### config.mk
export PLATFORM = sky130hd
export DESIGN_NAME = button_debounce_channel_select_flat
export DESIGN_NICKNAME = d
export VERILOG_FILES = /design/src/hw/rtl/bdcs_pkg.sv /design/src/hw/rtl/bdcs_in_if.sv /design/src/hw/rtl/bdcs_out_if.sv /design/src/hw/rtl/button_debounce_channel_select.sv /design/src/hw/rtl/bdcs_front.sv /design/src/hw/rtl/bdcs_queue.sv /design/src/hw/rtl/bdcs_back.sv /design/src/flat_wrapper.sv
export SDC_FILE = /design/constraint.sdc
export NUM_CORES = 1
export LEC_CHECK = 0
export BUFFER_PORTS_ARGS = -buffer_cell sky130_fd_sc_hd__buf_2
export CAP_MARGIN = 10
export CORE_MARGIN = 2
export CORE_UTILIZATION = 50
export CTS_BUF_LIST = sky130_fd_sc_hd__clkbuf_4
export CTS_CLUSTER_DIAMETER = 120
export DETAILED_ROUTE_END_ITERATION = 10
export GPL_TIMING_DRIVEN = 1
export HOLD_SLACK_MARGIN = 0.05
export PLACE_DENSITY = 0.69
export SETUP_SLACK_MARGIN = 0.3
export SLEW_MARGIN = 20
export SYNTH_ARGS = -nofsm -noshare
export SYNTH_HDL_FRONTEND = slang
export SYNTH_SLANG_ARGS = --single-unit
export TNS_END_PERCENT = 30
### constraint.sdc
create_clock -name clk_i -period 7.59 [get_ports clk_i]
set_clock_uncertainty 0.2 [all_clocks]
set_input_delay 0.759 -clock clk_i [delete_from_list [all_inputs] [get_ports clk_i]]
set_output_delay 0.759 -clock clk_i [all_outputs]
set_load 0.02 [all_outputs]
### src/hw/rtl/bdcs_pkg.sv
// Shared types and constants for the button debounce and channel select block.
package bdcs_pkg;

  localparam int unsigned LEVEL_W     = 8;
  localparam int unsigned TIME_W      = 32;
  localparam int unsigned DELAY_W     = 16;
  localparam int unsigned CODE_W      = 8;
  localparam int unsigned SRC_W       = 3;
  localparam int unsigned MAX_LANES   = 8;
  localparam int unsigned QUEUE_DEPTH = 2;

  // Buttons with a special meaning.
  localparam int unsigned HOME_BUTTON = 3;
  localparam int unsigned UP_BUTTON   = 4;
  localparam int unsigned DOWN_BUTTON = 5;

  // Reset values of the configuration registers.
  localparam logic [DELAY_W-1:0] SETTLE_MS_RST     = 16'd50;
  localparam logic [CODE_W-1:0]  BASE_CHAN_RST     = 8'd0;
  localparam logic [CODE_W-1:0]  CHANNEL_COUNT_RST = 8'd16;

  typedef enum logic [1:0] {
    CFG_SETTLE_MS     = 2'd0,
    CFG_BASE_CHAN     = 2'd1,
    CFG_CHANNEL_COUNT = 2'd2
  } cfg_idx_e;

  typedef struct packed {
    logic [DELAY_W-1:0] settle_ms;
    logic [CODE_W-1:0]  base_chan;
    logic [CODE_W-1:0]  channel_count;
  } cfg_t;

endpackage

### src/hw/rtl/bdcs_in_if.sv
// Input channel carrying one sample of all button levels and its timestamp.
interface bdcs_in_if;
  logic                           valid;
  logic                           ready;
  logic [bdcs_pkg::LEVEL_W-1:0]   levels;
  logic [bdcs_pkg::TIME_W-1:0]    now_ms;

  modport source (output valid, output levels, output now_ms, input ready);
  modport sink   (input valid, input levels, input now_ms, output ready);
endinterface

### src/hw/rtl/bdcs_out_if.sv
// Output channel carrying one press event with its transmit code.
interface bdcs_out_if;
  logic                         valid;
  logic                         ready;
  logic [bdcs_pkg::CODE_W-1:0]  ir_code;
  logic [bdcs_pkg::SRC_W-1:0]   source_button;
  logic                         last;

  modport source (output valid, output ir_code, output source_button, output last,
                  input ready);
  modport sink   (input valid, input ir_code, input source_button, input last,
                  output ready);
endinterface

### src/hw/rtl/button_debounce_channel_select.sv
// Top level of the multi-button debounce with press events and channel stepping.
//
//   Port       Direction  Carries
//   in_i       sink       levels[7:0], now_ms[31:0]: one sample of every button
//   out_o      source     ir_code[7:0], source_button[2:0], last: one press event
//   cfg_*_i    write      settle time, base channel, channel count
//
// The front end takes a sample whenever the press queue has room, and a
// sample without any press leaves nothing behind it. The back end first loads
// a press mask and then handles its pressed buttons one by one in button
// order. An output register holds each result; a stalled output stops the
// scan but not the front end until the queue fills. Reset clears all debounce
// state and the channel.
module button_debounce_channel_select #(
  parameter int unsigned BUTTON_COUNT = 8
) (
  input  logic                           clk_i,
  input  logic                           rst_ni,
  input  logic                           cfg_we_i,
  input  logic [1:0]                     cfg_idx_i,
  input  logic [bdcs_pkg::DELAY_W-1:0]   cfg_data_i,
  bdcs_in_if.sink                        in_i,
  bdcs_out_if.source                     out_o
);
  import bdcs_pkg::*;

  // Only eight levels arrive with a sample, so buttons above seven always
  // read low and never produce an event; they keep no state.
  localparam int unsigned LANES = (BUTTON_COUNT < MAX_LANES) ? BUTTON_COUNT : MAX_LANES;

  cfg_t             cfg_q;
  logic             q_push, q_full, q_pop, q_empty;
  logic [LANES-1:0] q_wdata, q_rdata;

  // Configuration registers. Writing the home channel does not move the
  // current channel; the back end reads these values as it scans.
  always_ff @(posedge clk_i or negedge rst_ni) begin
    if (!rst_ni) begin
      cfg_q.settle_ms     <= SETTLE_MS_RST;
      cfg_q.base_chan     <= BASE_CHAN_RST;
      cfg_q.channel_count <= CHANNEL_COUNT_RST;
    end else if (cfg_we_i) begin
      case (cfg_idx_i)
        CFG_SETTLE_MS:     cfg_q.settle_ms     <= cfg_data_i;
        CFG_BASE_CHAN:     cfg_q.base_chan     <= cfg_data_i[CODE_W-1:0];
        CFG_CHANNEL_COUNT: cfg_q.channel_count <= cfg_data_i[CODE_W-1:0];
        default: begin
        end
      endcase
    end
  end

  // Debounce every button on each transfer and collect the rising edges.
  bdcs_front #(
    .LANES (LANES)
  ) u_front (
    .clk_i    (clk_i),
    .rst_ni   (rst_ni),
    .cfg_i    (cfg_q),
    .in_i     (in_i),
    .q_full_i (q_full),
    .q_push_o (q_push),
    .q_mask_o (q_wdata)
  );

  // Press masks wait here so that either side can stall on its own.
  bdcs_queue #(
    .WIDTH (LANES)
  ) u_queue (
    .clk_i   (clk_i),
    .rst_ni  (rst_ni),
    .push_i  (q_push),
    .data_i  (q_wdata),
    .full_o  (q_full),
    .pop_i   (q_pop),
    .data_o  (q_rdata),
    .empty_o (q_empty)
  );

  // Walk each mask in button order, stepping the channel where needed.
  bdcs_back #(
    .LANES (LANES)
  ) u_back (
    .clk_i     (clk_i),
    .rst_ni    (rst_ni),
    .cfg_i     (cfg_q),
    .q_empty_i (q_empty),
    .q_mask_i  (q_rdata),
    .q_pop_o   (q_pop),
    .out_o     (out_o)
  );

endmodule

### src/hw/rtl/bdcs_front.sv
// Front end: per-button debounce on each accepted sample, producing a press mask.
module bdcs_front #(
  parameter int unsigned LANES = 8
) (
  input  logic                  clk_i,
  input  logic                  rst_ni,
  input  bdcs_pkg::cfg_t        cfg_i,
  bdcs_in_if.sink               in_i,
  input  logic                  q_full_i,
  output logic                  q_push_o,
  output logic [LANES-1:0]      q_mask_o
);
  import bdcs_pkg::*;

  logic [LANES-1:0]  prev_q, prev_d;
  logic [LANES-1:0]  stable_q, stable_d;
  logic [TIME_W-1:0] ctime_q [LANES];
  logic [TIME_W-1:0] ctime_d [LANES];
  logic [LANES-1:0]  press;
  logic              accept;

  assign in_i.ready = !q_full_i;
  assign accept     = in_i.valid && !q_full_i;

  // Each lane is independent: one subtract and compare per button.
  always_comb begin
    logic              r;
    logic [TIME_W-1:0] elapsed;
    prev_d   = prev_q;
    stable_d = stable_q;
    press    = '0;
    for (int i = 0; i < LANES; i++) begin
      ctime_d[i] = ctime_q[i];
      r          = in_i.levels[i];
      elapsed    = in_i.now_ms - ctime_q[i];
      if (accept) begin
        prev_d[i] = r;
        if (r != prev_q[i]) begin
          ctime_d[i] = in_i.now_ms;
        end else if ((elapsed > TIME_W'(cfg_i.settle_ms)) && (r != stable_q[i])) begin
          stable_d[i] = r;
          press[i]    = r;
        end
      end
    end
  end

  assign q_push_o = accept && (press != '0);
  assign q_mask_o = press;

  always_ff @(posedge clk_i or negedge rst_ni) begin
    if (!rst_ni) begin
      prev_q   <= '0;
      stable_q <= '0;
      for (int i = 0; i < LANES; i++) begin
        ctime_q[i] <= '0;
      end
    end else begin
      prev_q   <= prev_d;
      stable_q <= stable_d;
      for (int i = 0; i < LANES; i++) begin
        ctime_q[i] <= ctime_d[i];
      end
    end
  end

endmodule

### src/hw/rtl/bdcs_queue.sv
// Short queue of press masks between the front end and the back end.
module bdcs_queue #(
  parameter int unsigned WIDTH = 8
) (
  input  logic             clk_i,
  input  logic             rst_ni,
  input  logic             push_i,
  input  logic [WIDTH-1:0] data_i,
  output logic             full_o,
  input  logic             pop_i,
  output logic [WIDTH-1:0] data_o,
  output logic             empty_o
);
  import bdcs_pkg::*;

  localparam int unsigned PTR_W = (QUEUE_DEPTH > 1) ? $clog2(QUEUE_DEPTH) : 1;
  localparam int unsigned CNT_W = $clog2(QUEUE_DEPTH + 1);

  logic [WIDTH-1:0] mem_q [QUEUE_DEPTH];
  logic [PTR_W-1:0] wr_q, wr_d, rd_q, rd_d;
  logic [CNT_W-1:0] cnt_q, cnt_d;
  logic             do_push, do_pop;

  assign full_o  = (cnt_q == CNT_W'(QUEUE_DEPTH));
  assign empty_o = (cnt_q == '0);
  assign do_push = push_i && !full_o;
  assign do_pop  = pop_i && !empty_o;
  assign data_o  = mem_q[rd_q];

  always_comb begin
    wr_d  = wr_q;
    rd_d  = rd_q;
    cnt_d = cnt_q;
    if (do_push) begin
      wr_d = (wr_q == PTR_W'(QUEUE_DEPTH - 1)) ? '0 : wr_q + 1'b1;
    end
    if (do_pop) begin
      rd_d = (rd_q == PTR_W'(QUEUE_DEPTH - 1)) ? '0 : rd_q + 1'b1;
    end
    if (do_push && !do_pop) begin
      cnt_d = cnt_q + 1'b1;
    end else if (do_pop && !do_push) begin
      cnt_d = cnt_q - 1'b1;
    end
  end

  always_ff @(posedge clk_i) begin
    if (do_push) begin
      mem_q[wr_q] <= data_i;
    end
  end

  always_ff @(posedge clk_i or negedge rst_ni) begin
    if (!rst_ni) begin
      wr_q  <= '0;
      rd_q  <= '0;
      cnt_q <= '0;
    end else begin
      wr_q  <= wr_d;
      rd_q  <= rd_d;
      cnt_q <= cnt_d;
    end
  end

endmodule

### src/hw/rtl/bdcs_back.sv
// Back end: scans a press mask in button order and issues one code per cycle while the output is not stalled.
module bdcs_back #(
  parameter int unsigned LANES = 8
) (
  input  logic             clk_i,
  input  logic             rst_ni,
  input  bdcs_pkg::cfg_t   cfg_i,
  input  logic             q_empty_i,
  input  logic [LANES-1:0] q_mask_i,
  output logic             q_pop_o,
  bdcs_out_if.source       out_o
);
  import bdcs_pkg::*;

  localparam int unsigned IDX_W = $clog2(LANES);

  logic [LANES-1:0]  mask_q, mask_d, rest;
  logic [IDX_W-1:0]  sel;
  logic [CODE_W-1:0] chan_q, chan_d, code;
  logic [CODE_W:0]   chan_up;
  logic              adv;
  logic              ov_q, ov_d;
  logic [CODE_W-1:0] code_q;
  logic [SRC_W-1:0]  src_q;
  logic              last_q;

  // Lowest pending button goes first.
  always_comb begin
    sel = '0;
    for (int i = LANES - 1; i >= 0; i--) begin
      if (mask_q[i]) begin
        sel = IDX_W'(i);
      end
    end
  end

  assign rest    = mask_q & (mask_q - 1'b1);
  assign adv     = (mask_q != '0) && (!ov_q || out_o.ready);
  assign q_pop_o = (mask_q == '0) && !q_empty_i;
  assign chan_up = {1'b0, chan_q} + 1'b1;

  always_comb begin
    chan_d = chan_q;
    code   = CODE_W'(sel);
    case (sel)
      IDX_W'(HOME_BUTTON): begin
        code = cfg_i.base_chan;
      end
      IDX_W'(UP_BUTTON): begin
        if (chan_up >= {1'b0, cfg_i.channel_count}) begin
          code = cfg_i.base_chan;
        end else begin
          code = chan_up[CODE_W-1:0];
        end
        chan_d = code;
      end
      IDX_W'(DOWN_BUTTON): begin
        if (chan_q <= cfg_i.base_chan) begin
          code = cfg_i.channel_count - 1'b1;
        end else begin
          code = chan_q - 1'b1;
        end
        chan_d = code;
      end
      default: begin
        code = CODE_W'(sel);
      end
    endcase
  end

  always_comb begin
    mask_d = mask_q;
    if (q_pop_o) begin
      mask_d = q_mask_i;
    end else if (adv) begin
      mask_d = rest;
    end
    ov_d = ov_q;
    if (adv) begin
      ov_d = 1'b1;
    end else if (out_o.ready) begin
      ov_d = 1'b0;
    end
  end

  always_ff @(posedge clk_i or negedge rst_ni) begin
    if (!rst_ni) begin
      mask_q <= '0;
      chan_q <= BASE_CHAN_RST;
      ov_q   <= 1'b0;
    end else begin
      mask_q <= mask_d;
      ov_q   <= ov_d;
      if (adv) begin
        chan_q <= chan_d;
      end
    end
  end

  always_ff @(posedge clk_i) begin
    if (adv) begin
      code_q <= code;
      src_q  <= SRC_W'(sel);
      last_q <= (rest == '0);
    end
  end

  assign out_o.valid         = ov_q;
  assign out_o.ir_code       = code_q;
  assign out_o.source_button = src_q;
  assign out_o.last          = last_q;

endmodule
### src/flat_wrapper.sv
// flat-port wrapper written by rule: the top's interface ports become plain ports
module button_debounce_channel_select_flat import bdcs_pkg::*;
#(
  parameter int unsigned BUTTON_COUNT = 8
)
  (clk_i, rst_ni, cfg_we_i, cfg_idx_i, cfg_data_i, in_i_valid, in_i_levels, in_i_now_ms, in_i_ready, out_o_valid, out_o_ir_code, out_o_source_button, out_o_last, out_o_ready);
  bdcs_in_if in_i_i ();
  bdcs_out_if out_o_i ();
  input  logic clk_i;
  input  logic rst_ni;
  input  logic cfg_we_i;
  input  logic [1:0] cfg_idx_i;
  input  logic [bdcs_pkg::DELAY_W-1:0] cfg_data_i;
  input wire logic [$bits(in_i_i.valid)-1:0] in_i_valid;
  input wire logic [$bits(in_i_i.levels)-1:0] in_i_levels;
  input wire logic [$bits(in_i_i.now_ms)-1:0] in_i_now_ms;
  output wire logic [$bits(in_i_i.ready)-1:0] in_i_ready;
  output wire logic [$bits(out_o_i.valid)-1:0] out_o_valid;
  output wire logic [$bits(out_o_i.ir_code)-1:0] out_o_ir_code;
  output wire logic [$bits(out_o_i.source_button)-1:0] out_o_source_button;
  output wire logic [$bits(out_o_i.last)-1:0] out_o_last;
  input wire logic [$bits(out_o_i.ready)-1:0] out_o_ready;
  assign in_i_i.valid = in_i_valid;
  assign in_i_i.levels = in_i_levels;
  assign in_i_i.now_ms = in_i_now_ms;
  assign in_i_ready = in_i_i.ready;
  assign out_o_valid = out_o_i.valid;
  assign out_o_ir_code = out_o_i.ir_code;
  assign out_o_source_button = out_o_i.source_button;
  assign out_o_last = out_o_i.last;
  assign out_o_i.ready = out_o_ready;
  button_debounce_channel_select #(.BUTTON_COUNT(BUTTON_COUNT)) u_core (.clk_i(clk_i), .rst_ni(rst_ni), .cfg_we_i(cfg_we_i), .cfg_idx_i(cfg_idx_i), .cfg_data_i(cfg_data_i), .in_i(in_i_i), .out_o(out_o_i));
endmodule
==> impl_metrics.csv <==
group,metric,value,unit
status,outcome,"finished clean",
timing,fin_crit_sh,83.5,%
critical_path,worstPathArrival,6.94,ns
clock_tree,post-cts-setup-buffers,0,
critical_path,crit_fanout,6,
floorplan,core-area,64500,µm²
critical_path,critPathCaptureType,"register",
critical_path,reg2reg_slack,1.26,ns
cells_and_area,drive_gt1_share,15.3,%
timing,timing.max_slew.rel_slack,26.9,%
routing,ant_nets,0,
routing,m1WireLength,43.6,mm
synth,yosysWarnings,0,
routing,routedWlPerCell,19.8,µm
clock_tree,cts_tree,"yes",
routing,vias,29000,
routing,drc_errors,0,
run,cap_violations,0,
global_routing,grt_pass1_wl,151,mm
timing,setup_viol,0,
cells_and_area,fin_cells,4849,
synth,yosysUniqueCellTypes,88,
cells_and_area,area_delta_synth_final,8.95,%
timing,fin_setup_tns,0,ns
critical_path,endpoint,"u_core.u_queue.cnt_q[1]$_DFFE_PN0P_",
min_path,hold_start,"in_i_now_ms[10]",
global_routing,overflow,0,
critical_path,reg2reg_depth,25,
routing,dr_wl_met2,42.8,mm
critical_path,crit_type,"reg -> reg",
global_routing,first_global_vias,27700,
routing,drt-initial-drc-count,2427,
power_and_ir_drop,cellPowerDensity,471,nW/µm²
cells_and_area,design_area,35600,µm²
clock_tree,clock-sinks,353,
cells_and_area,utilization,55.2,%
routing,via_per_inst,5.99,
critical_path,r2r_end,"u_core.u_queue.cnt_q[1]$_DFFE_PN0P_",
synth,netlist_top_cells_count,"395 x ha_1, 336 x inv_1, 336 x nand2_1, 329 x a21oi_1, 321 x dfrtp_1",
min_path,hp-class,"in -> reg",
floorplan,start_util,50.6,%
placement,place_congestion,0.945,
clock_tree,htree_num_levels,3,
clock_tree,insertion_delay,0.93,ns
floorplan,die_w,260,µm
synth,synth_seq_cells,353,
cells_and_area,fin_nets,4378,
timing,clock.fmax,158,MHz
clock_tree,ctsResizeCount,0,
clock_tree,cts_made_buffers,103,
synth,avgSynthCellArea,8.63,µm²
global_routing,grt_antenna_before_repair,8,
timing,slew_viol_final,0,
synth,synth_largest_area_cell,"dfrtp_1",
routing,drt_wl_total,95.9,mm
power_and_ir_drop,peakVddDrop,223,µV
routing,met3_length,6.34,mm
synth,syn-num-nets,4248,
placement,placed_cell_area,34000,µm²
critical_path,critPathLaunch,"u_core.u_front.ctime_q[168]$_DFFE_PN0P_",
power_and_ir_drop,cellLeakagePower,16.4,nW
synth,synth_area_leaders,"dfrtp_1 25%, ha_1 15%, mux2_2 9.7%",
synth,synth-edff-count,28,
timing,hold_violations,0,
synth,ys_seq_area_share,27.5,%
clock_tree,cts_max_path_buffers,3,
synth,synthCells,3782,
critical_path,timing.rr.start,"u_core.u_front.ctime_q[168]$_DFFE_PN0P_",
routing,drtPass1Iterations,6,
synth,synth_most_common_cell,"ha_1",
global_routing,grt_util_all_layers,28.5,%
clock_tree,root_buffer,"clkbuf_4",
critical_path,startpoint_type,"register",
floorplan,rows,93,
floorplan,die_area,67300,µm²
timing,worst_pin_slew,1.09,ns
routing,maxUsedRoutingLayer,"met5",
timing,min_period,6.34,ns
global_routing,grt_max_degree,137,
synth,synth_ff_type,"dfrtp_1",
placement,place_hpwl,70.9,mm
placement,io_buffers,76,
critical_path,required,8.20,ns
clock_tree,cts.clk_slew.worst_paths,0.08,ns
floorplan,die_y,260,µm
floorplan,ioPinCount,77,
synth,async_reset_ff_share,92.1,%
synth,synth_area,32600,µm²
placement,dp_cells,4635,
timing,rsz0062_at_grt,"no",
synth,yosysTopAreaCellShare,24.6,%
## placed cells by master, fill, tap and decap left out, types with 18 or more instances in the layout
cell / n
a211oi_1: 44
a21o_1: 83
a21oi_1: 329
a31oi_1: 42
and2_1: 21
and3_1: 20
buf_2: 75
buf_4: 47
clkbuf_4: 158
dfrtp_1: 321
dlygate4sd3_1: 27
edfxtp_1: 28
ha_1: 395
inv_1: 336
mux2_2: 282
mux2i_1: 43
nand2_1: 336
nand2b_1: 33
nand3_1: 65
nand4_1: 96
nor2_1: 214
nor2b_1: 38
nor3_1: 56
nor4_1: 29
o211ai_1: 33
o21a_1: 51
o21ai_0: 227
o21bai_1: 32
o22ai_1: 18
o31ai_1: 26
xnor2_1: 118
xor2_1: 92
## logic make-up after synthesis
kind of cell               count (synthesis)  share of synthesized area (%)
buffers and inverters                    462                           5.36
xor gates and xnor gates                 210                           5.63
adders and majority gates                405                           15.7
AOI/OAI and AO/OA                       1031                           19.9
and+or+nand+nor                          996                           14.8
muxes                                    325                           11.0
DFF                                      353                           27.5
## worst max-delay path, cell delays in order, from the launching register on
cell and delay (ns):
dfrtp_1 0.35, inv_1 0.05, ha_1 0.35, a21oi_1 0.21, o21ai_0 0.14, a21o_1 0.22, a221oi_1 0.40, o21ai_0 0.23
a21o_1 0.22, a21oi_1 0.17, xnor2_1 0.13, ha_1 0.26, and4_1 0.23, a221oi_1 0.28, a31oi_1 0.08, nor4_1 0.25
or4b_1 0.46, nor3_1 0.20, nand4_1 0.11, o31a_1 0.40, a41o_1 0.30, nor4_2 0.25, nand3_2 0.16, ha_1 0.35
nor2_1 0.14, xor2_1 0.14
## sequential cells by signal, indices dropped and copies added, names as in the netlist
name                               cells
u_core.cfg_q                          32
u_core.u_queue.mem_q                  16
u_core.u_front.ctime_q               256
u_core.u_back.out_o.source_button      3
u_core.u_back.out_o.valid              1
u_core.u_queue.wr_q                    1
u_core.u_back.out_o.last               1
u_core.u_queue.cnt_q                   2
u_core.u_back.out_o.ir_code            8
u_core.u_queue.rd_q                    1
u_core.u_front.prev_q                  8
u_core.u_front.stable_q                8
u_core.u_back.mask_q                   8
u_core.u_back.chan_q                   8
## worst min-delay path by stage
| stage | end | slack [ns] | depth (start not counted) |
|---|---|---|---|
| 6_report | u_core.u_front.ctime_q[42]$_DFFE_PN0P_ | 0.14 | 2 |
| 5_1_grt | u_core.u_front.ctime_q[42]$_DFFE_PN0P_ | 0.08 | 2 |
| 4_1_cts | u_core.u_front.ctime_q[42]$_DFFE_PN0P_ | 0.06 | 2 |
| 3_5_place_dp | u_core.u_front.ctime_q[0]$_DFFE_PN0P_ | 0.28 | 2 |
| 3_3_place_gp | u_core.u_front.ctime_q[32]$_DFFE_PN0P_ | 0.27 | 2 |
| 2_1_floorplan | u_core.u_front.ctime_q[0]$_DFFE_PN0P_ | 0.25 | 2 |
## power by group
| part | internal (W) | total [W] | switching, W |
|---|---|---|---|
| logic | 0.00498 | 0.0116 | 0.00662 |
| registers | 0.00282 | 0.00334 | 0.000513 |
| clock network | 0.000936 | 0.00182 | 0.000882 |
## layer usage
metal	track usage [%]	vias to the layer above
met1	38.7	13800
met3	5.39	197
li1	-	14100
met2	45.5	898
met5	0	-
met4	9.83	4
## area by class of cell
| cell class | count | area (µm²) |
|---|---|---|
| repair buffers | 151 | 1030 |
| flip-flops and latches | 353 | 8980 |
| clock buffers | 158 | 1190 |
| multi-input cells | 2967 | 21900 |
| fillers | 6085 | 28900 |
| well taps | 855 | 1070 |
| clock inverters | 23 | 101 |
| inverters | 336 | 1260 |
| diodes | 6 | 15.0 |
## stage by stage
step	hold slack, ns	power, W	worst slack, ns
final	0.145	0.0167	1.26
after global routing	0.0804	0.0184	0.663
after CTS	0.0557	0.0167	1.29
after detailed placement	0.276	0.0147	0.677
after global placement	0.268	0.0146	0.757
after floorplan	0.254	0.0122	1.43
## repair_timing
action	CTS	global route
hold buffers	27	0
endpoints found under the setup margin	0	0
hold endpoints to repair	127	0
Power figures use the tool's default switching activity.
